**src/sv/kwm_pkg.sv**
```systemverilog
package kwm_pkg;

    localparam int ROM_WORDS = 27;
    localparam int ROM_CHARS = 9;
    localparam int ROM_W     = ROM_CHARS * 8;

    localparam logic [7:0] CHAR_END = 8'h00;

    // one-hot match phase
    typedef enum logic [2:0] {
        PH_IDLE  = 3'b001,
        PH_SKIP  = 3'b010,
        PH_MATCH = 3'b100
    } phase_t;

    // words are left-justified, zero padded to ROM_CHARS characters
    localparam logic [ROM_W-1:0] WORD_ROM [ROM_WORDS] = '{
        {"bimonths", 8'h00},
        {"quarters", 8'h00},
        "halfyears",
        {"seasons", 16'h0000},
        {"AH", 56'h0},
        {"ahours", 24'h0},
        {"AM", 56'h0},
        {"amins", 32'h0},
        {"aminutes", 8'h00},
        {"AS", 56'h0},
        {"asecs", 32'h0},
        {"aseconds", 8'h00},
        {"S", 64'h0},
        {"secs", 40'h0},
        {"seconds", 16'h0000},
        {"M", 64'h0},
        {"mins", 40'h0},
        {"minutes", 16'h0000},
        {"H", 64'h0},
        {"hours", 32'h0},
        {"D", 64'h0},
        {"days", 40'h0},
        {"W", 64'h0},
        {"weeks", 32'h0},
        {"months", 24'h0},
        {"Y", 64'h0},
        {"years", 32'h0}
    };

    // character of word w at position pos; zero past the end or past the table
    function automatic logic [7:0] rom_char(input logic [5:0] w, input logic [3:0] pos);
        logic [6:0] lo;
        logic [7:0] ch;
        lo = 7'((ROM_CHARS - 1 - int'(pos)) * 8);
        ch = 8'h00;
        if ((int'(w) < ROM_WORDS) && (int'(pos) < ROM_CHARS))
        begin
            ch = WORD_ROM[w[4:0]][lo +: 8];
        end
        return ch;
    endfunction

    function automatic logic is_alnum(input logic [7:0] c);
        return ((c >= "a") && (c <= "z")) || ((c >= "A") && (c <= "Z")) ||
               ((c >= "0") && (c <= "9"));
    endfunction

    function automatic logic [7:0] to_lower(input logic [7:0] c);
        return ((c >= "A") && (c <= "Z")) ? (c + 8'd32) : c;
    endfunction

endpackage

```
**src/sv/keyword_table_prefix_matcher_unit.sv**
```systemverilog
// Keyword prefix matcher: text characters come in one beat at a time and are
// matched against a fixed table of unit words.
// Input channel: in_valid / in_stall with text_char and start_req. A beat with
// start_req high drops any match in progress and starts a new one with that
// character. Character zero ends the text.
// Output channel: out_valid / out_stall with found, word_index and consumed.
// At most one result beat per match, sent when no word is left or at end of
// text.
// Config: cfg_write / cfg_data set fold_case; write only while idle.
// Timing: a beat is held in the input register, and the state and result
// registers update from it when it is processed. One character per cycle is
// sustained while out_stall does not hold a result: all words are compared in
// parallel against the input register.
// Reset clears all control state; the block is idle, fold_case is zero.
// When out_stall holds a result, the input register keeps working until it
// holds a beat and the result register is full; then in_stall rises.
module keyword_table_prefix_matcher_unit #(
    parameter int NUM_WORDS    = 27,
    parameter int MAX_WORD_LEN = 9
) (
    input  logic        clk,
    input  logic        rst_n,
    input  logic        cfg_write,
    input  logic        cfg_data,
    input  logic        in_valid,
    output logic        in_stall,
    input  logic [7:0]  text_char,
    input  logic        start_req,
    output logic        out_valid,
    input  logic        out_stall,
    output logic        found,
    output logic [4:0]  word_index,
    output logic [15:0] consumed
);

    localparam int IDX_W = (NUM_WORDS > 1) ? $clog2(NUM_WORDS) : 1;

    logic                 fold_reg;
    logic                 in_valid_reg;
    logic [7:0]           char_reg;
    logic                 start_reg;

    logic [NUM_WORDS-1:0] live_reg,  live_next;
    logic [3:0]           pos_reg,   pos_next;
    logic [IDX_W-1:0]     best_reg,  best_next;
    logic                 bv_reg,    bv_next;
    logic [15:0]          cnt_reg,   cnt_next;
    kwm_pkg::phase_t      phase_reg, phase_next;

    logic                 out_valid_reg;
    logic                 found_reg,   found_next;
    logic [4:0]           index_reg,   index_next;
    logic [15:0]          consumed_reg, consumed_next;

    logic                 proc;
    logic                 emit;
    logic                 accept;

    logic [NUM_WORDS-1:0] eff_live;
    logic [3:0]           eff_pos;
    logic [NUM_WORDS-1:0] cmp_keep;
    logic                 cmp_best_set;
    logic [IDX_W-1:0]     cmp_best_idx;

    assign proc     = in_valid_reg && !(out_valid_reg && out_stall);
    assign in_stall = in_valid_reg && !proc;
    assign accept   = in_valid && !in_stall;

    assign eff_live = start_reg ? '1 : live_reg;
    assign eff_pos  = start_reg ? 4'd0 : pos_reg;

    kwm_compare #(
        .NUM_WORDS    (NUM_WORDS),
        .MAX_WORD_LEN (MAX_WORD_LEN),
        .IDX_W        (IDX_W)
    ) u_compare (
        .text_char (char_reg),
        .pos       (eff_pos),
        .fold      (fold_reg),
        .live      (eff_live),
        .keep      (cmp_keep),
        .best_set  (cmp_best_set),
        .best_idx  (cmp_best_idx)
    );

    always_comb
    begin
        live_next  = eff_live;
        pos_next   = eff_pos;
        best_next  = start_reg ? '0 : best_reg;
        bv_next    = start_reg ? 1'b0 : bv_reg;
        cnt_next   = start_reg ? 16'd0 : cnt_reg;
        phase_next = start_reg ? kwm_pkg::PH_SKIP : phase_reg;
        emit       = 1'b0;
        case (phase_next)
            kwm_pkg::PH_SKIP, kwm_pkg::PH_MATCH:
            begin
                if (char_reg == kwm_pkg::CHAR_END)
                begin
                    emit = 1'b1;
                end
                else if ((phase_next == kwm_pkg::PH_SKIP) && !kwm_pkg::is_alnum(char_reg))
                begin
                    if (cnt_next != 16'hFFFF)
                    begin
                        cnt_next = cnt_next + 16'd1;
                    end
                end
                else
                begin
                    phase_next = kwm_pkg::PH_MATCH;
                    live_next  = cmp_keep;
                    if (cmp_best_set)
                    begin
                        best_next = cmp_best_idx;
                        bv_next   = 1'b1;
                    end
                    if (cmp_keep == '0)
                    begin
                        // killing character is not counted
                        emit = 1'b1;
                    end
                    else
                    begin
                        if (cnt_next != 16'hFFFF)
                        begin
                            cnt_next = cnt_next + 16'd1;
                        end
                        if (pos_next != 4'hF)
                        begin
                            pos_next = pos_next + 4'd1;
                        end
                    end
                end
            end
            default:
            begin
                phase_next = kwm_pkg::PH_IDLE;
            end
        endcase
        if (emit)
        begin
            phase_next = kwm_pkg::PH_IDLE;
            live_next  = '0;
        end
        found_next    = bv_next;
        index_next    = bv_next ? 5'(best_next) : 5'd0;
        consumed_next = cnt_next;
    end

    always_ff @(posedge clk or negedge rst_n)
    begin
        if (!rst_n)
        begin
            fold_reg      <= 1'b0;
            in_valid_reg  <= 1'b0;
            live_reg      <= '0;
            pos_reg       <= 4'd0;
            best_reg      <= '0;
            bv_reg        <= 1'b0;
            cnt_reg       <= 16'd0;
            phase_reg     <= kwm_pkg::PH_IDLE;
            out_valid_reg <= 1'b0;
        end
        else
        begin
            if (cfg_write)
            begin
                fold_reg <= cfg_data;
            end
            if (accept)
            begin
                in_valid_reg <= 1'b1;
            end
            else if (proc)
            begin
                in_valid_reg <= 1'b0;
            end
            if (proc)
            begin
                live_reg  <= live_next;
                pos_reg   <= pos_next;
                best_reg  <= best_next;
                bv_reg    <= bv_next;
                cnt_reg   <= cnt_next;
                phase_reg <= phase_next;
            end
            if (proc && emit)
            begin
                out_valid_reg <= 1'b1;
            end
            else if (!out_stall)
            begin
                out_valid_reg <= 1'b0;
            end
        end
    end

    always_ff @(posedge clk)
    begin
        if (accept)
        begin
            char_reg  <= text_char;
            start_reg <= start_req;
        end
        if (proc && emit)
        begin
            found_reg    <= found_next;
            index_reg    <= index_next;
            consumed_reg <= consumed_next;
        end
    end

    assign out_valid  = out_valid_reg;
    assign found      = found_reg;
    assign word_index = index_reg;
    assign consumed   = consumed_reg;

endmodule

```
**src/sv/kwm_compare.sv**
```systemverilog
module kwm_compare #(
    parameter int NUM_WORDS    = 27,
    parameter int MAX_WORD_LEN = 9,
    parameter int IDX_W        = 5
) (
    input  logic [7:0]           text_char,
    input  logic [3:0]           pos,
    input  logic                 fold,
    input  logic [NUM_WORDS-1:0] live,
    output logic [NUM_WORDS-1:0] keep,
    output logic                 best_set,
    output logic [IDX_W-1:0]     best_idx
);

    logic [7:0]           lc;
    logic [NUM_WORDS-1:0] hit;
    logic [NUM_WORDS-1:0] ended;
    logic                 pos_over;

    assign lc       = kwm_pkg::to_lower(text_char);
    assign pos_over = {1'b0, pos} >= 5'(MAX_WORD_LEN);

    for (genvar i = 0; i < NUM_WORDS; i++)
    begin : g_lane
        logic [7:0] w;
        assign w        = kwm_pkg::rom_char(6'(i), pos);
        assign ended[i] = (w == kwm_pkg::CHAR_END) || pos_over;
        assign hit[i]   = !ended[i] && ((text_char == w) || (fold && (lc == w)));
    end

    assign keep = live & hit;

    // best: highest surviving word; if none survives and the highest live
    // word has just ended, that word wins
    always_comb
    begin
        logic             any_keep;
        logic             any_live;
        logic             top_ended;
        logic [IDX_W-1:0] keep_idx;
        logic [IDX_W-1:0] live_idx;
        any_keep  = 1'b0;
        any_live  = 1'b0;
        top_ended = 1'b0;
        keep_idx  = '0;
        live_idx  = '0;
        for (int i = 0; i < NUM_WORDS; i++)
        begin
            if (keep[i])
            begin
                any_keep = 1'b1;
                keep_idx = IDX_W'(i);
            end
            if (live[i])
            begin
                any_live  = 1'b1;
                live_idx  = IDX_W'(i);
                top_ended = ended[i];
            end
        end
        best_set = any_keep || (any_live && top_ended);
        best_idx = any_keep ? keep_idx : live_idx;
    end

endmodule
```
**config.mk**
```make
export PLATFORM = sky130hd
export DESIGN_NAME = keyword_table_prefix_matcher_unit
export DESIGN_NICKNAME = d
export VERILOG_FILES = /design/src/sv/kwm_pkg.sv /design/src/sv/keyword_table_prefix_matcher_unit.sv /design/src/sv/kwm_compare.sv
export SDC_FILE = /design/constraint.sdc
export NUM_CORES = 1
export LEC_CHECK = 0
export ABC_AREA = 0
export BUFFER_PORTS_ARGS = -buffer_cell sky130_fd_sc_hd__buf_2
export CORE_AREA = 2 2 124 126
export DETAILED_ROUTE_END_ITERATION = 10
export DIE_AREA = 0 0 126 128
export PLACE_DENSITY = 0.9
export SLEW_MARGIN = 20
export SYNTH_ARGS = -nofsm -noshare
export SYNTH_HDL_FRONTEND = slang
export SYNTH_SLANG_ARGS = --single-unit
```
**constraint.sdc**
```tcl
create_clock -name clk -period 7.4 [get_ports clk]
set_clock_uncertainty 0.2 [all_clocks]
set_input_delay 2.22 -clock clk [delete_from_list [all_inputs] [get_ports clk]]
set_output_delay 2.22 -clock clk [all_outputs]
set_load 0.03 [all_outputs]
```
[Word-level counts from Yosys, hierarchy flattened]
Index checks and enable logic that the tools add are counted.
Operators by class
  div/mod/pow operators: 0
  magnitude comparators: 8
  multiply operators: 0
  bitwise gates (word level): 1
  mux-type cells: 202
  reductions and logical operators: 183
  add/subtract/negate cells: 4
  shifts and indexed selects: 27
  equal/unequal tests: 59
Operators with widths (number)
  indexed part select 72 x 8 -> 8 bit (first input constant): 27
  == test 8 bit: 54
  two-way mux 5 bit: 56
  logical NOT 8 bit: 28
  two-way mux 8 bit: 28
  two-way mux 27 bit: 5
  two-way mux 1 bit: 96
  two-way mux 16 bit: 6
  logical AND 1 bit: 64
  logical OR 1 bit: 57
  logical NOT 1 bit: 31
  bitwise AND 27 bit: 1
  logical NOT 27 bit: 1
  two-way mux 4 bit: 6
  adder 16 x 1 -> 16 bit (second input constant): 1
  greater-or-equal comparator 8 x 7 -> 1 bit (second input constant): 2
  <= comparator 8 x 7 -> 1 bit (second input constant): 2
  != test 16 bit (second input constant): 1
  two-way mux 3 bit: 5
  adder 8 x 6 -> 8 bit (second input constant): 1
  greater-or-equal comparator 8 x 6 -> 1 bit (second input constant): 1
  <= comparator 8 x 6 -> 1 bit (second input constant): 1
  adder 4 x 1 -> 4 bit (second input constant): 1
  greater-or-equal comparator 4 bit (second input constant): 1
  8 further kinds: 8
Word-level totals
  word-level logic and storage cells: 498
  input port bits: 15
  memory bits (writable): 0
  memories: 0
  register bits after elaboration: 90
  bits in latches: 0
  output and inout bits: 24
  memory bits (read-only): 0

[Logic depth before layout (Yosys ltp)]
Gate-level depths: netlist of the first run.
  depth in word-level cells: 41
  gate-level depth with buffers: 25
  mapped depth without buffers: 19

[Cells and area by module]
Synthesis of the first run repeated with hierarchy kept, for this count alone.
Second synthesis, totals
  cells, all modules: 1214
  area total of the unflattened synthesis: 9658.0 um^2
By module, submodules not included
  kwm_compare: cells an instance 794, instances 1, area each 4988.5 um^2, sequential area each 0.0 um^2
  keyword_table_prefix_matcher_unit: cells an instance 420, instances 1, area each 4669.5 um^2, sequential area each 2408.6 um^2

[Least setup slack after synthesis of the first run]
Ideal clock, no wire load.
  kind: register -> register
  from: register pos_reg[0]
  to: register consumed_reg[0], in the netlist consumed[0], enable pin
  clock period less this slack: 5893 ps
  library setup time: 392 ps
  cell stages (with the launch flop): 22
  slack: 1507 ps
  data required time: 6808 ps
  buffers on the path: 4
  arrival: 5301 ps
  path through: dfrtp_1 -> buf_2 -> clkbuf_1 -> nor2b_1 -> inv_1 -> ha_1 -> inv_1 -> ha_1 -> buf_2 -> inv_1 -> ha_1 -> or3b_1 -> mux2i_2 -> xnor2_1 -> nor4_1 -> a211o_1 -> nand4_1 -> and4_1 -> nand4_1 -> or2_1 -> buf_6 -> a21boi_2
On the way
  longest elaborated chain between the ends: 15
  elaborated cells between the ends (all ways): 281
  those cells by class: add/sub (1); order compare (2); eq/ne (54); shift (27); mux (32); bitwise (1); reduce/logical (164)
RTL lines
  start: declaration: RTL line keyword_table_prefix_matcher_unit.sv:44  | logic [3:0] pos_reg, pos_next;
  start signal: assignment: RTL line keyword_table_prefix_matcher_unit.sv:182  | pos_reg <= pos_next;
  two-way mux 4 bit *: RTL line keyword_table_prefix_matcher_unit.sv:70  | assign eff_pos = start_reg ? 4'd0 : pos_reg;
  subtractor 4 bit: RTL line kwm_pkg.sv:51  | lo = 7'((ROM_CHARS - 1 - int'(pos)) * 8);
  indexed part select 72 x 8 -> 8 bit: RTL line kwm_pkg.sv:55  | ch = WORD_ROM[w[4:0]][lo +: 8];
  two-way mux 8 bit: RTL line kwm_pkg.sv:53  | if ((int'(w) < ROM_WORDS) && (int'(pos) < ROM_CHARS))
  == test 8 bit / logical NOT 8 bit (equally long branches): RTL line kwm_compare.sv:28, kwm_compare.sv:27
  logical AND 1 bit / logical OR 1 bit (equally long branches): RTL line kwm_compare.sv:28, kwm_compare.sv:27
  logical OR 1 bit / logical NOT 1 bit (equally long branches): RTL line kwm_compare.sv:28  | assign hit[i] = !ended[i] && ((text_char == w) || (fold && (lc == w)));
  logical AND 1 bit: RTL line kwm_compare.sv:28
  bitwise AND 27 bit *: RTL line kwm_compare.sv:31  | assign keep = live & hit;
  logical NOT 27 bit *: RTL line keyword_table_prefix_matcher_unit.sv:118  | if (cmp_keep == '0)
  two-way mux 1 bit *: RTL line keyword_table_prefix_matcher_unit.sv:118
  two-way mux 1 bit *: RTL line keyword_table_prefix_matcher_unit.sv:102  | else if ((phase_next == kwm_pkg::PH_SKIP) && !kwm_pkg::is_alnum(char_reg))
  two-way mux 1 bit *: RTL line keyword_table_prefix_matcher_unit.sv:98  | if (char_reg == kwm_pkg::CHAR_END)
  two-way mux 1 bit *: RTL line keyword_table_prefix_matcher_unit.sv:95  | case (phase_next)
  logical AND 1 bit *: RTL line keyword_table_prefix_matcher_unit.sv:206  | if (proc && emit)
  end signal: assignment: RTL line keyword_table_prefix_matcher_unit.sv:210  | consumed_reg <= consumed_next;
  end: declaration: RTL line keyword_table_prefix_matcher_unit.sv:53  | logic [15:0] consumed_reg, consumed_next;
Mark *: on every way between the ends. The rest lies on a longest branch, timed or not.
A chain may end at the register's enable or synchronous reset.

[Worst setup path after layout of the first run]
  from: register start_reg
  to: register consumed_reg[3], in the netlist consumed[3] (data pin)
On the way
  longest elaborated chain between the ends: 14
  elaborated cells between the ends (all ways): 290
  those cells by class: add/sub (2); order compare (2); eq/ne (57); shift (27); mux (36); bitwise (1); reduce/logical (165)
RTL lines
  start: declaration: RTL line keyword_table_prefix_matcher_unit.sv:41  | logic start_reg;
  start signal: assignment: RTL line keyword_table_prefix_matcher_unit.sv:204  | start_reg <= start_req;
  two-way mux 4 bit: RTL line keyword_table_prefix_matcher_unit.sv:70
  subtractor 4 bit: RTL line kwm_pkg.sv:51
  indexed part select 72 x 8 -> 8 bit: RTL line kwm_pkg.sv:55
  two-way mux 8 bit: RTL line kwm_pkg.sv:53
  == test 8 bit / logical NOT 8 bit (equally long branches): RTL line kwm_compare.sv:28, kwm_compare.sv:27
  logical AND 1 bit / logical OR 1 bit (equally long branches): RTL line kwm_compare.sv:28, kwm_compare.sv:27
  logical OR 1 bit / logical NOT 1 bit (equally long branches): RTL line kwm_compare.sv:28
  logical AND 1 bit: RTL line kwm_compare.sv:28
  bitwise AND 27 bit: RTL line kwm_compare.sv:31
  logical NOT 27 bit: RTL line keyword_table_prefix_matcher_unit.sv:118
  two-way mux 16 bit: RTL line keyword_table_prefix_matcher_unit.sv:118
  two-way mux 16 bit: RTL line keyword_table_prefix_matcher_unit.sv:102
  two-way mux 16 bit: RTL line keyword_table_prefix_matcher_unit.sv:98
  two-way mux 16 bit *: RTL line keyword_table_prefix_matcher_unit.sv:95
  net cnt_next[3]: RTL line keyword_table_prefix_matcher_unit.sv:47  | logic [15:0] cnt_reg, cnt_next;
The timed path passes the listed nets; every way through them passes the cells marked *.

==> results of run 1 <==
[synth_stat cells, drive strengths merged, types with 16 or more instances]
cell	n	area, um^2
a21oi	61	313
a31oi	21	138
buf	53	305
clkbuf	38	144
dfrtp	58	1450
edfxtp	31	931
ha	16	200
inv	32	120
mux2i	21	226
nand2	113	429
nand2b	16	100
nand3	36	190
nor2	147	562
nor2b	19	119
nor3	47	267
nor4	21	161
o21ai	65	333
o22a	18	158
o22ai	21	151
or4	17	143
xnor2	47	412
[path summary, 6_finish.rpt]
check | endpoint | slack [ns] | cells past startpoint
setup / recovery | consumed[3] | 0.41 | 18
hold / removal | bv_reg | 0.30 | 2
setup reg to reg | consumed[3] | 0.41 | 18
hold reg to reg | bv_reg | 0.30 | 2
max in group asynchronous | live_reg[6] | 4.67 | 2
min in group asynchronous | pos_reg[2] | 1.77 | 2
[power groups by stage]
stage                     registers [W]  clock network, W  logic, W
final                          0.000908          0.000461   0.00275
after global routing           0.000919          0.000479   0.00291
after CTS                      0.000893          0.000461   0.00262
after detailed placement       0.000901                 0   0.00260
after global placement         0.000895                 0   0.00257
after floorplan                0.000872                 0   0.00194
[critical path, cell delays in order, from the launching register on]
cell                       delay, ns
sky130_fd_sc_hd__edfxtp_1       0.54
sky130_fd_sc_hd__nor2b_1        0.49
sky130_fd_sc_hd__inv_1          0.24
sky130_fd_sc_hd__ha_1           0.34
sky130_fd_sc_hd__inv_1          0.09
sky130_fd_sc_hd__ha_1           0.23
sky130_fd_sc_hd__inv_1          0.28
sky130_fd_sc_hd__ha_1           0.32
sky130_fd_sc_hd__or3b_1         0.45
sky130_fd_sc_hd__a31oi_1        0.73
sky130_fd_sc_hd__o221ai_1       0.42
sky130_fd_sc_hd__nor3_1         0.28
sky130_fd_sc_hd__nand4_1        0.26
sky130_fd_sc_hd__and4_1         0.34
sky130_fd_sc_hd__nand4_1        0.19
sky130_fd_sc_hd__or2_1          0.46
sky130_fd_sc_hd__nand3_2        0.33
sky130_fd_sc_hd__or4_1          0.57
sky130_fd_sc_hd__nand2_1        0.08
[layer usage]
metal,GRT usage [%],up-vias
li1,-,4355
met2,62.4,883
met3,13.9,187
met5,0,-
met1,59.5,4697
met4,23.8,2
[cells by family (layout without fill, tap and decap cells)]
| logic type | count (synthesis) | after routing | share of synthesized area, % |
|---|---|---|---|
| AO/OA/AOI/OAI | 331 | 331 | 26.3 |
| flip-flops | 90 | 90 | 26.1 |
| AND/OR/NAND/NOR | 527 | 527 | 30.6 |
| XOR/XNOR | 57 | 57 | 5.41 |
| multiplexers | 26 | 26 | 3.11 |
| buffers and inverters | 124 | 112 | 6.21 |
| adder cells (fa/ha/maj) | 16 | 16 | 2.17 |
[through the flow]
step | total power (W) | setup WS, ns | hold WS, ns
final | 0.00412 | 0.411 | 0.300
after global routing | 0.00431 | 0.333 | 0.332
after CTS | 0.00397 | 0.720 | 0.297
after detailed placement | 0.00351 | 0.749 | 0.279
after global placement | 0.00347 | 0.882 | 0.262
after floorplan | 0.00281 | 1.51 | 0.239
[area by class of cell]
type                       instances  area share, %
sequential                        90           24.9
timing repair buffer              63           3.90
tap                              188           2.43
clock inverter                     7          0.723
multi-input combinational        957           64.5
clock buffer                       9           2.32
inverter                          33           1.28
==> results.md, run 1 <==
Logic synthesis:
- The portion of the post-synthesis area used by sequential elements is 26.1%.
- The cell count after synthesis is 1,171.
- The number of flip-flops and latches in the synthesized netlist is 90.
- Of all flip-flops after synthesis, the portion carrying an async set or reset was 65.6%.
- The number of different library cells used by synthesis comes to 118.
- Yosys printed 0 warnings.
- The synthesized area divided by synthesized cell count is 7.87 um^2.
- The count of flip-flops with a built-in enable after synthesis is 31.
- The dominant register cell in the synthesized netlist is sky130_fd_sc_hd__dfrtp_1.
- Synthesis produced a netlist with a net count of 1,202.
- Summing every instance area after synthesis gives 9220 um^2.

Hold path:
- The worst hold path startpoint is bv_reg.
- In this run the worst hold path is classified as reg -> reg.

Pwr:
- The net switching power of the design is 0.00226 W.
- The sequential power share is 22.0%.
- The analysis attributes to cell leakage a power of 3.67 nW.
- The share of total power dissipated in combinational logic is 66.8%.
- Across the VDD grid, the largest voltage drop is 0.000209 V.
- The clock network burns 11.2% of the power.
- The cell-internal power is 0.00186 W.
- The switching share of power is 54.8%.
- The power per cell area is 425 nW/um^2.

Die:
- The core region is 14,900 um^2.
- The vertical die dimension is 128 um.
- The floorplan has 45 rows.
- The die covers 16,100 um^2.
- For this design the top-level I/O count stands at 39.
- Once the floorplan was initialized, standard cells occupied 62.0% of the core.
- The die is 126 um wide.

Route:
- Once detail routing completed, the nets flagged for antenna violations numbered 0.
- The wire length after detailed routing is 35.2 mm.
- The highest routed metal layer is met5.
- In the routed layout, each cell is associated on average with a via count of 7.52.
- The per-cell routed wire length is 26.1 um.
- After detailed routing, the number of remaining DRC violations is 0.
- The detailed router placed 10,124 vias in this run.
- The routed design uses 5.09 mm of met3 wire.
- The number of optimization iterations in the first detailed-route pass is 6.
- The DRC marker count from the first detailed-route iteration is 1,873.
- Detailed routing placed a total of 14.5 mm of wire on met2.
- The wire length on met1 is 13.3 mm.

STA:
- Setup repair after global routing left no endpoint under its margin.
- The final critical path takes up 94.4% of the cycle.
- The number of hold violations in the final report was 0.
- The shortest period the worst path allows is 6.99 ns.
- The final max-slew violation count is 0.
- Setup violations remaining at the end of the flow were counted as 0.
- The highest clock rate is 143 MHz.
- The sum of negative setup slack is 0 ns.
- The slew at the pin with the worst max-slew slack is 1.06 ns.
- The worst pin sits at a relative slew slack of 29.0%.

Critical path:
- The startpoint identified for the worst register-to-register timing path is start_reg.
- The kind of end point of the critical path is a flip-flop.
- The launching instance or port of the critical path is start_reg.
- The critical path data required time is 7.44 ns.
- The top fanout value on the critical path is 13.
- The startpoint type of the worst setup path is a flip-flop.
- STA puts the critical path data arrival time at 7.03 ns.
- The worst setup path category is reg -> reg.

Placement:
- Buffers placed on the I/O ports in this run total 38.
- The placed instances occupy a cell area of 9390 um^2.
- The number of cells after detailed placement is 1,331.
- The detailed placement HPWL is 25.6 mm.
- At the end of routability-driven placement, the weighted congestion stood at 1.13.

Final layout:
- The sequential cells in the finished layout cover a total of 2410 um^2.
- The flip-flop count of the largest register, all copies and words added is 27.
- The repair_antennas step left the layout with diodes totalling 0.
- The area added between synthesis and finish is 5.10%.
- The final layout contains 1,185 nets.
- The final design utilization is 65.2%.
- In the layout the commonest cells are sky130_fd_sc_hd__nor2_1 (145), sky130_fd_sc_hd__nand2_1 (111), sky130_fd_sc_hd__a21oi_1 (59), sky130_fd_sc_hd__dfrtp_1 (58), sky130_fd_sc_hd__o21ai_0 (55).
- The final design area excluding fillers is 9690 um^2.
- The most frequent standard cell in the layout excluding fill and tap cells is sky130_fd_sc_hd__nor2_1.
- The count of placed standard cells in the final layout, fillers left out is 1,347.
- The post-route netlist has 12.0% of its cells at a drive strength greater than 1.
- The number of fillers in the final layout is 1,255.
- The area used by multi-input combinational logic is 6250 um^2.

Clock network:
- The number of buffers created by CTS is 9.
- The later pin in the worst-skew pair is clocked with a latency of 0.37 ns.
- For this design, the sink count on the clock tree is 90.
- In this run, post-CTS hold repair placed 0 buffers.
- The level count of the clock H-tree is 3.
- The number of gates given a new drive strength after cts is 0.
- Counting along the longest clock path gives a buffer depth of 2.
- After clock tree synthesis, the clock-pin slew on the worst setup and hold paths is 0.08 ns.
- TritonCTS built the clock tree.
- Buffers added to address setup during post-CTS repair amount to 0.
- Clock tree synthesis selected as its root buffer the cell sky130_fd_sc_hd__clkbuf_16.

Global routing:
- Entering global routing, the biggest net connects 72 pins.
- The first global-routing pass estimated 54.9 mm of wire.
- After global routing the overflow that remains totals 0.
- Global routing used 43.9% of the available tracks across all layers.
- The via count of the first global-routing pass is 9,410.
- The number of antenna violations at the first check in global routing is 1.

Job:
- Across the run, the number of max-cap violations was 0.

Outcome:
- The flow ran to the end, and the final reports show no timing, DRC or antenna violations.
No activity file was read; power rests on OpenSTA's default activity.
==> inputs of run 2 (changes only) <==
--- a/config.mk
+++ b/config.mk
@@ -16,2 +16,3 @@
 export SYNTH_HDL_FRONTEND = slang
 export SYNTH_SLANG_ARGS = --single-unit
+export TNS_END_PERCENT = 5
==> constraint.sdc (replaced) <==
create_clock -name clk -period 7.4 [get_ports clk]
set_clock_uncertainty 0.2 [all_clocks]
set_input_delay 1.11 -clock clk [delete_from_list [all_inputs] [get_ports clk]]
set_output_delay 1.11 -clock clk [all_outputs]
set_load 0.03 [all_outputs]
==> run 2 against run 1 <==
Combinational power barely moved. Clock-buffer cell count did not move. Register-to-register slack lost 0.02 ns. Worst hold slack lost 0.011 ns. Sequential share of layout area is essentially flat. Final cell count did not move. Wire length is 0.68% higher. Critical path depth is 1 higher. Clock power grew 2%. Sequential power increased by 0.4%. Largest power group unchanged. Highest routed layer is now met4.
==> results.md, run 2 (synthesized netlist as in run 1, its figures left out) <==
Outcome:
- The flow ran to the end, and the final reports show no timing, DRC or antenna violations.

Clock network:
- The number of gates given a new drive strength after cts is 0 (unchanged).
- The number of hold buffers added after cts is 0 (unchanged).
- The level count of the clock H-tree was 3 (unchanged).
- The clock latency at the later pin of the worst-skew pair is 0.37 ns (about the same).
- The clock transition at the registers of the reported paths is 0.08 ns (about the same).
- The total number of clock tree sinks came to 90 (unchanged).
- The maximum clock path buffer count is 2 (unchanged).
- The post-CTS setup-driven buffer insertion count is 0 (unchanged).
- TritonCTS built the clock tree.
- CTS placed an instance of sky130_fd_sc_hd__clkbuf_16 at the clock tree root.
- The number of buffers created by CTS is 9 (unchanged).

Global routing:
- The number of antenna violations at the first check in global routing was 0 (-1).
- The final global-route overflow total is 0 (unchanged).
- The via count of the first global-routing pass is 9,241 (-1.8%).
- The pin count of the biggest net entering global routing is 72 (unchanged).
- The total routing resource utilization after global routing is 43.3% (-0.61 points).
- The first-pass GRT wire length is 53.9 mm (-1.9%).

Die:
- The I/O pin total came to 39 (unchanged).
- The vertical die dimension was 128 um (unchanged).
- The total core area is 14,900 um^2 (unchanged).
- The starting density of the core came to 62.0% (unchanged).
- The area enclosed by the die boundary came to 16,100 um^2 (unchanged).
- The number of placement rows came to 45 (unchanged).
- The die width is 126 um (unchanged).

Route:
- The per-cell routed wire length is 26.3 um (+0.68%).
- The number of optimization iterations in the first detailed-route pass was 8 (+2).
- The wire length after detailed routing came to 35.4 mm (+0.68%).
- The DRC marker count from the first detailed-route iteration is 1,811 (-3.3%).
- The total via count after detailed routing came to 10,157 (+0.33%).
- The number of routed nets with antenna violations is 0 (unchanged).
- The remaining design rule violation count is 0 (unchanged).
- The number of vias per cell is 7.54 (+0.33%).

Placement:
- The number of cells after detailed placement is 1,331 (unchanged).
- The quantity of I/O buffers inserted on ports is 38 (unchanged).
- The instance area at placement came to 9390 um^2 (unchanged).
- The post-place setup slack is 0.727 ns (-0.0222 ns).
- The detailed placement HPWL came to 25.6 mm (about the same).
- The final weighted congestion in routability-driven placement came to 1.14 (+0.36%).

Critical path:
- The critical path data arrival time is 6.94 ns (-0.09 ns).
- The critical path in this run is classified as reg -> reg.
- The critical path data required time is 7.32 ns (-0.12 ns).
- The top fanout value on the critical path is 21 (+8).
- The worst setup path is launched from a flip-flop.
- The kind of end point of the critical path is a flip-flop.

Job:
- The count of max-cap constraint violations was 0 (unchanged).

Final layout:
- The number of fillers in the final layout is 1,273 (+1.4%).
- The final design area excluding fillers is 9690 um^2 (about the same).
- The share of final-layout standard cells stronger than drive strength 1 is 12.0% (unchanged).
- The top cell types in the final layout, fill and taps aside, are sky130_fd_sc_hd__nor2_1 (145), sky130_fd_sc_hd__nand2_1 (111), sky130_fd_sc_hd__a21oi_1 (59), sky130_fd_sc_hd__dfrtp_1 (58), sky130_fd_sc_hd__o21ai_0 (55).
- The area added between synthesis and finish is 5.05% (about the same).
- The final net count is 1,185 (unchanged).
- The most frequent standard cell in the layout excluding fill and tap cells is sky130_fd_sc_hd__nor2_1.
- The count of placed standard cells in the final layout, fillers left out is 1,347 (unchanged).
- The flip-flop count of the largest register, all copies and words added was 27 (unchanged).
- The antenna diode count came to 0 (unchanged).

STA:
- The slew at the pin with the worst max-slew slack is 1.18 ns (+0.125 ns).
- The sum of negative setup slack is 0 ns (unchanged).
- The tightest hold margin was 0.289 ns (-0.0115 ns).
- The number of failing setup endpoints in the final timing report is 0 (unchanged).
- The smallest setup slack after layout is 0.387 ns (-0.0233 ns).
- Setup repair after global routing left no endpoint under its margin.
- The final max-slew violation count came to 0 (unchanged).
- The shortest period the worst path allows came to 7.01 ns (+0.0233 ns).
- The final worst-path cycle share was 94.8% (+0.32 points).
- The highest clock rate came to 143 MHz (-0.33%).
- The headroom to the max-slew limit came to 21.2% (-7.8 points).
- The number of hold violations in the final report is 0 (unchanged).

Pwr:
- The leakage power summed over all cells is 3.67 nW (about the same).
- The power per cell area is 427 nW/um^2 (+0.50%).
- The largest vdd supply drop came to 0.000228 V (+9.3%).

Hold path:
- The worst hold path belongs to the class reg -> reg.
==> run 2: changes by cell type in the layout (fill, tap and decap cells not counted) <==
cell                       delta
sky130_fd_sc_hd__o21ai_4      -1
sky130_fd_sc_hd__clkinv_4     +1
sky130_fd_sc_hd__o21ai_2      +1
sky130_fd_sc_hd__inv_6        -2
sky130_fd_sc_hd__inv_8        +1
==> run 2: metal layers <==
| layer | GRT usage (%) | part of all wire, % |
|---|---|---|
| met1 | 58.0 | 38 |
| met2 | 63.9 | 42 |
| met3 | 13.6 | 15 |
| met4 | 20.7 | 5.9 |
| met5 | 0 | 0 |
==> run 2: worst max-delay path, cell delays in order (launching register included) <==
cell	delay, ns
sky130_fd_sc_hd__edfxtp_1	0.55
sky130_fd_sc_hd__nor2b_1	0.49
sky130_fd_sc_hd__inv_1	0.23
sky130_fd_sc_hd__ha_1	0.34
sky130_fd_sc_hd__inv_1	0.09
sky130_fd_sc_hd__ha_1	0.24
sky130_fd_sc_hd__inv_1	0.28
sky130_fd_sc_hd__ha_1	0.32
sky130_fd_sc_hd__or3b_1	0.44
sky130_fd_sc_hd__mux2i_2	0.52
sky130_fd_sc_hd__xnor2_1	0.11
sky130_fd_sc_hd__o21ai_0	0.19
sky130_fd_sc_hd__nor3_1	0.17
sky130_fd_sc_hd__and4b_1	0.24
sky130_fd_sc_hd__a2111oi_2	0.34
sky130_fd_sc_hd__nand4_1	0.27
sky130_fd_sc_hd__o21ai_2	0.98
sky130_fd_sc_hd__nor2_1	0.26
sky130_fd_sc_hd__and4bb_2	0.35
sky130_fd_sc_hd__xnor2_1	0.13
==> run 2: report_power, final <==
| group | internal, W | switching [W] | leakage [nW] |
|---|---|---|---|
| Clock | 0.000238 | 0.000232 | 0.143 |
| Sequential | 0.000691 | 0.000222 | 1.03 |
| Combinational | 0.000932 | 0.00182 | 2.50 |
==> run 2: path summary, 6_finish.rpt <==
path / start / endpoint / slack, ns / cells after the start
setup / recovery: start_reg / consumed[13] / 0.39 / 19
hold / removal: bv_reg / bv_reg / 0.29 / 2
setup reg to reg: start_reg / consumed[13] / 0.39 / 19
hold reg to reg: bv_reg / bv_reg / 0.29 / 2
max in group asynchronous: rst_n / live_reg[8] / 5.78 / 2
min in group asynchronous: rst_n / best_reg[3] / 0.68 / 2
==> run 2: cell type report <==
type,count,area (um^2),share of cell area (%)
clock buffer,9,225,2.32
clock inverter,7,72.6,0.749
inverter,33,124,1.28
multi-input combinational,957,6240,64.5
sequential,90,2410,24.9
tap,188,235,2.43
timing repair buffer,63,378,3.90
==> run 2: per-stage QoR <==
| stage | util [%] | power, W |
|---|---|---|
| global placement | 63.2 | 0.00347 |
| global route | 65.2 | 0.00431 |
| detailed placement | 63.2 | 0.00350 |
| finish | 65.2 | 0.00414 |
| floorplan | - | 0.00281 |
| CTS | 65.2 | 0.00398 |
==> inputs of run 3 (changes only) <==
Settings changed: CORE_AREA 2 2 124 126 to 2 2 130 132, DIE_AREA 0 0 126 128 to 0 0 132 134, PLACE_DENSITY 0.9 to 0.86.
Clock period 7.4 ns to 6.4 ns, I/O delays scaled along.
==> run 3 against run 2 <==
Utilization fell by 5.1 points. Critical path depth rose by 1. Critical path type unchanged. Sequential cell count did not move. Non-clock buffer count rose by 9. First-iteration DRC count fell by 11%. Largest power group unchanged. Critical endpoint unchanged.
==> results.md, run 3 (synthesized netlist as in run 1, its figures left out) <==
Final layout:
- The final design area excluding fillers is 9790 um^2 (+1.0%).
- The antenna diode count is 0 (unchanged).
- The count of placed standard cells in the final layout, fillers left out is 1,388 (+3.0%).
- The final design utilization is 60.1% (-5.1 points).
- Leaving out fill and tap cells, the most frequent cell in the layout is sky130_fd_sc_hd__nor2_1.
- The flip-flop count of the largest register, all copies and words added is 27 (unchanged).
- In the layout the commonest cells are sky130_fd_sc_hd__nor2_1 (145), sky130_fd_sc_hd__nand2_1 (111), sky130_fd_sc_hd__a21oi_1 (59), sky130_fd_sc_hd__dfrtp_1 (58), sky130_fd_sc_hd__o21ai_0 (55).
- The final net count is 1,194 (+0.76%).
- The share of final-layout standard cells stronger than drive strength 1 is 12.7% (+0.68 points).
- Compared with the post-synthesis result, the final layout area differs by 6.15%.

Die:
- The number of placement rows is 47 (+4.4%).
- The total core area is 16,300 um^2 (+9.6%).
- The area enclosed by the die boundary was 17,700 um^2 (+9.7%).
- The vertical die dimension came to 134 um (+4.7%).
- The starting density of the core was 56.6% (-5.4 points).
- The die width was 132 um (+4.8%).
- The I/O pin total was 39 (unchanged).

Pwr:
- The largest vdd supply drop is 0.000235 V (+2.9%).
- The leakage power summed over all cells came to 3.71 nW (+1.0%).
- The power per cell area is 489 nW/um^2 (+14%).

Clock network:
- The total number of clock tree sinks is 90 (unchanged).
- The post-CTS setup-driven buffer insertion count was 0 (unchanged).
- The number of buffers created by CTS came to 9 (unchanged).
- The number of hold buffers added after cts is 0 (unchanged).
- The number of gates given a new drive strength after cts was 0 (unchanged).
- Clock tree synthesis selected as its root buffer the cell sky130_fd_sc_hd__clkbuf_16.
- The level count of the clock H-tree is 3 (unchanged).
- The clock latency at the later pin of the worst-skew pair is 0.37 ns (about the same).
- The clock transition at the registers of the reported paths is 0.08 ns (about the same).
- The CTS tree is built.
- The maximum clock path buffer count came to 2 (unchanged).

Global routing:
- The number of antenna violations at the first check in global routing came to 0 (unchanged).
- The total routing resource utilization after global routing is 39.8% (-3.5 points).
- The via count of the first global-routing pass came to 9,100 (-1.5%).
- The first-pass GRT wire length is 54.4 mm (+0.97%).
- The final global-route overflow total came to 0 (unchanged).
- The pin count of the biggest net entering global routing came to 60 (-17%).

Placement:
- The instance area at placement is 9500 um^2 (+1.1%).
- The final weighted congestion in routability-driven placement was 1.04 (-8.5%).
- The quantity of I/O buffers inserted on ports is 38 (unchanged).
- The detailed placement HPWL is 26.1 mm (+2.1%).
- The post-place setup slack is 0.452 ns (-0.275 ns).
- The number of cells after detailed placement came to 1,372 (+3.1%).

Route:
- The number of optimization iterations in the first detailed-route pass is 6 (-2).
- The wire length after detailed routing was 35.4 mm (-0.21%).
- The number of vias per cell was 7.14 (-5.3%).
- The DRC marker count from the first detailed-route iteration was 1,612 (-11%).
- The total via count after detailed routing is 9,915 (-2.4%).
- The number of routed nets with antenna violations is 0 (unchanged).
- The per-cell routed wire length is 25.5 um (-3.2%).
- The remaining design rule violation count is 0 (unchanged).

Critical path:
- STA classifies the critical path endpoint as a flip-flop.
- The top fanout value on the critical path is 12 (-43%).
- The critical path data arrival time is 6.10 ns (-0.84 ns).
- The worst setup path category is reg -> reg.
- The critical path data required time is 6.31 ns (-1.01 ns).
- STA classifies the critical path startpoint as a flip-flop.

STA:
- The highest clock rate is 162 MHz (+13%).
- The headroom to the max-slew limit was 37.9% (+17 points).
- The final max-slew violation count was 0 (unchanged).
- The final worst-path cycle share was 96.7% (+2.0 points).
- The slew at the pin with the worst max-slew slack was 0.925 ns (-0.257 ns).
- The smallest setup slack after layout is 0.210 ns (-0.177 ns).
- The number of hold violations in the final report is 0 (unchanged).
- Setup repair after global routing could not meet its margin everywhere.
- The number of failing setup endpoints in the final timing report is 0 (unchanged).
- The shortest period the worst path allows was 6.19 ns (-0.823 ns).

Outcome:
- The run finished with clean final reports.

Hold path:
- In this run the worst hold path is classified as reg -> reg.

Job:
- The count of max-cap constraint violations is 0 (unchanged).
run 3: power breakdown:
part           switching, W  total, W  leakage [nW]  internal [W]
Combinational       0.00209   0.00319          2.54       0.00110
Clock              0.000272  0.000547         0.138      0.000275
Sequential         0.000244   0.00104          1.03      0.000799
Total               0.00261   0.00478          3.71       0.00217
run 3: worst paths after layout:
kind / cells after the start / to / start / slack (ns)
worst max-delay path: 20 / consumed[13] / start_reg / 0.21
worst min-delay path: 2 / bv_reg / bv_reg / 0.28
worst max register to register: 20 / consumed[13] / start_reg / 0.21
worst min register to register: 2 / bv_reg / bv_reg / 0.28
max in group asynchronous: 2 / fold_reg / rst_n / 4.88
min in group asynchronous: 2 / cnt_reg[5] / rst_n / 0.55
run 3: cell type report:
type                    count  area, um^2
clock buffers               9         225
inverters                  33         124
well taps                 220         275
clock inverters             7        66.3
multi-input cells         957        6240
flip-flops and latches     90        2410
fillers                  1548        6500
repair buffers             72         445
run 3: metrics by stage:
step | power (W) | TNS, ns | hold WS, ns
final | 0.00478 | 0 | 0.282
after global routing | 0.00500 | -0.00559 | 0.301
after CTS | 0.00464 | 0 | 0.285
after detailed placement | 0.00409 | 0 | 0.264
after global placement | 0.00408 | 0 | 0.258
after floorplan | 0.00325 | 0 | 0.239
run 3: routing by layer:
metal	track usage (%)	up-vias	share of wire (%)
met1	56.1	4684	40
met5	0	-	0
met3	8.69	119	13
met4	20.1	0	5.3
met2	57.4	745	42
li1	-	4367	-
run 3: critical path: stages, from the launching register on:
cell	delay (ns)
sky130_fd_sc_hd__edfxtp_1	0.69
sky130_fd_sc_hd__inv_1	0.12
sky130_fd_sc_hd__nand2_1	0.21
sky130_fd_sc_hd__ha_1	0.18
sky130_fd_sc_hd__buf_4	0.15
sky130_fd_sc_hd__inv_1	0.05
sky130_fd_sc_hd__ha_1	0.40
sky130_fd_sc_hd__inv_1	0.32
sky130_fd_sc_hd__ha_1	0.27
sky130_fd_sc_hd__or3b_1	0.42
sky130_fd_sc_hd__mux2i_2	0.50
sky130_fd_sc_hd__xnor2_1	0.18
sky130_fd_sc_hd__nor4_1	0.06
sky130_fd_sc_hd__a211o_1	0.31
sky130_fd_sc_hd__nand4_1	0.20
sky130_fd_sc_hd__and4_1	0.28
sky130_fd_sc_hd__nand4_1	0.21
sky130_fd_sc_hd__o21ai_2	0.58
sky130_fd_sc_hd__nor2_1	0.19
sky130_fd_sc_hd__and4bb_2	0.30
sky130_fd_sc_hd__xnor2_1	0.12
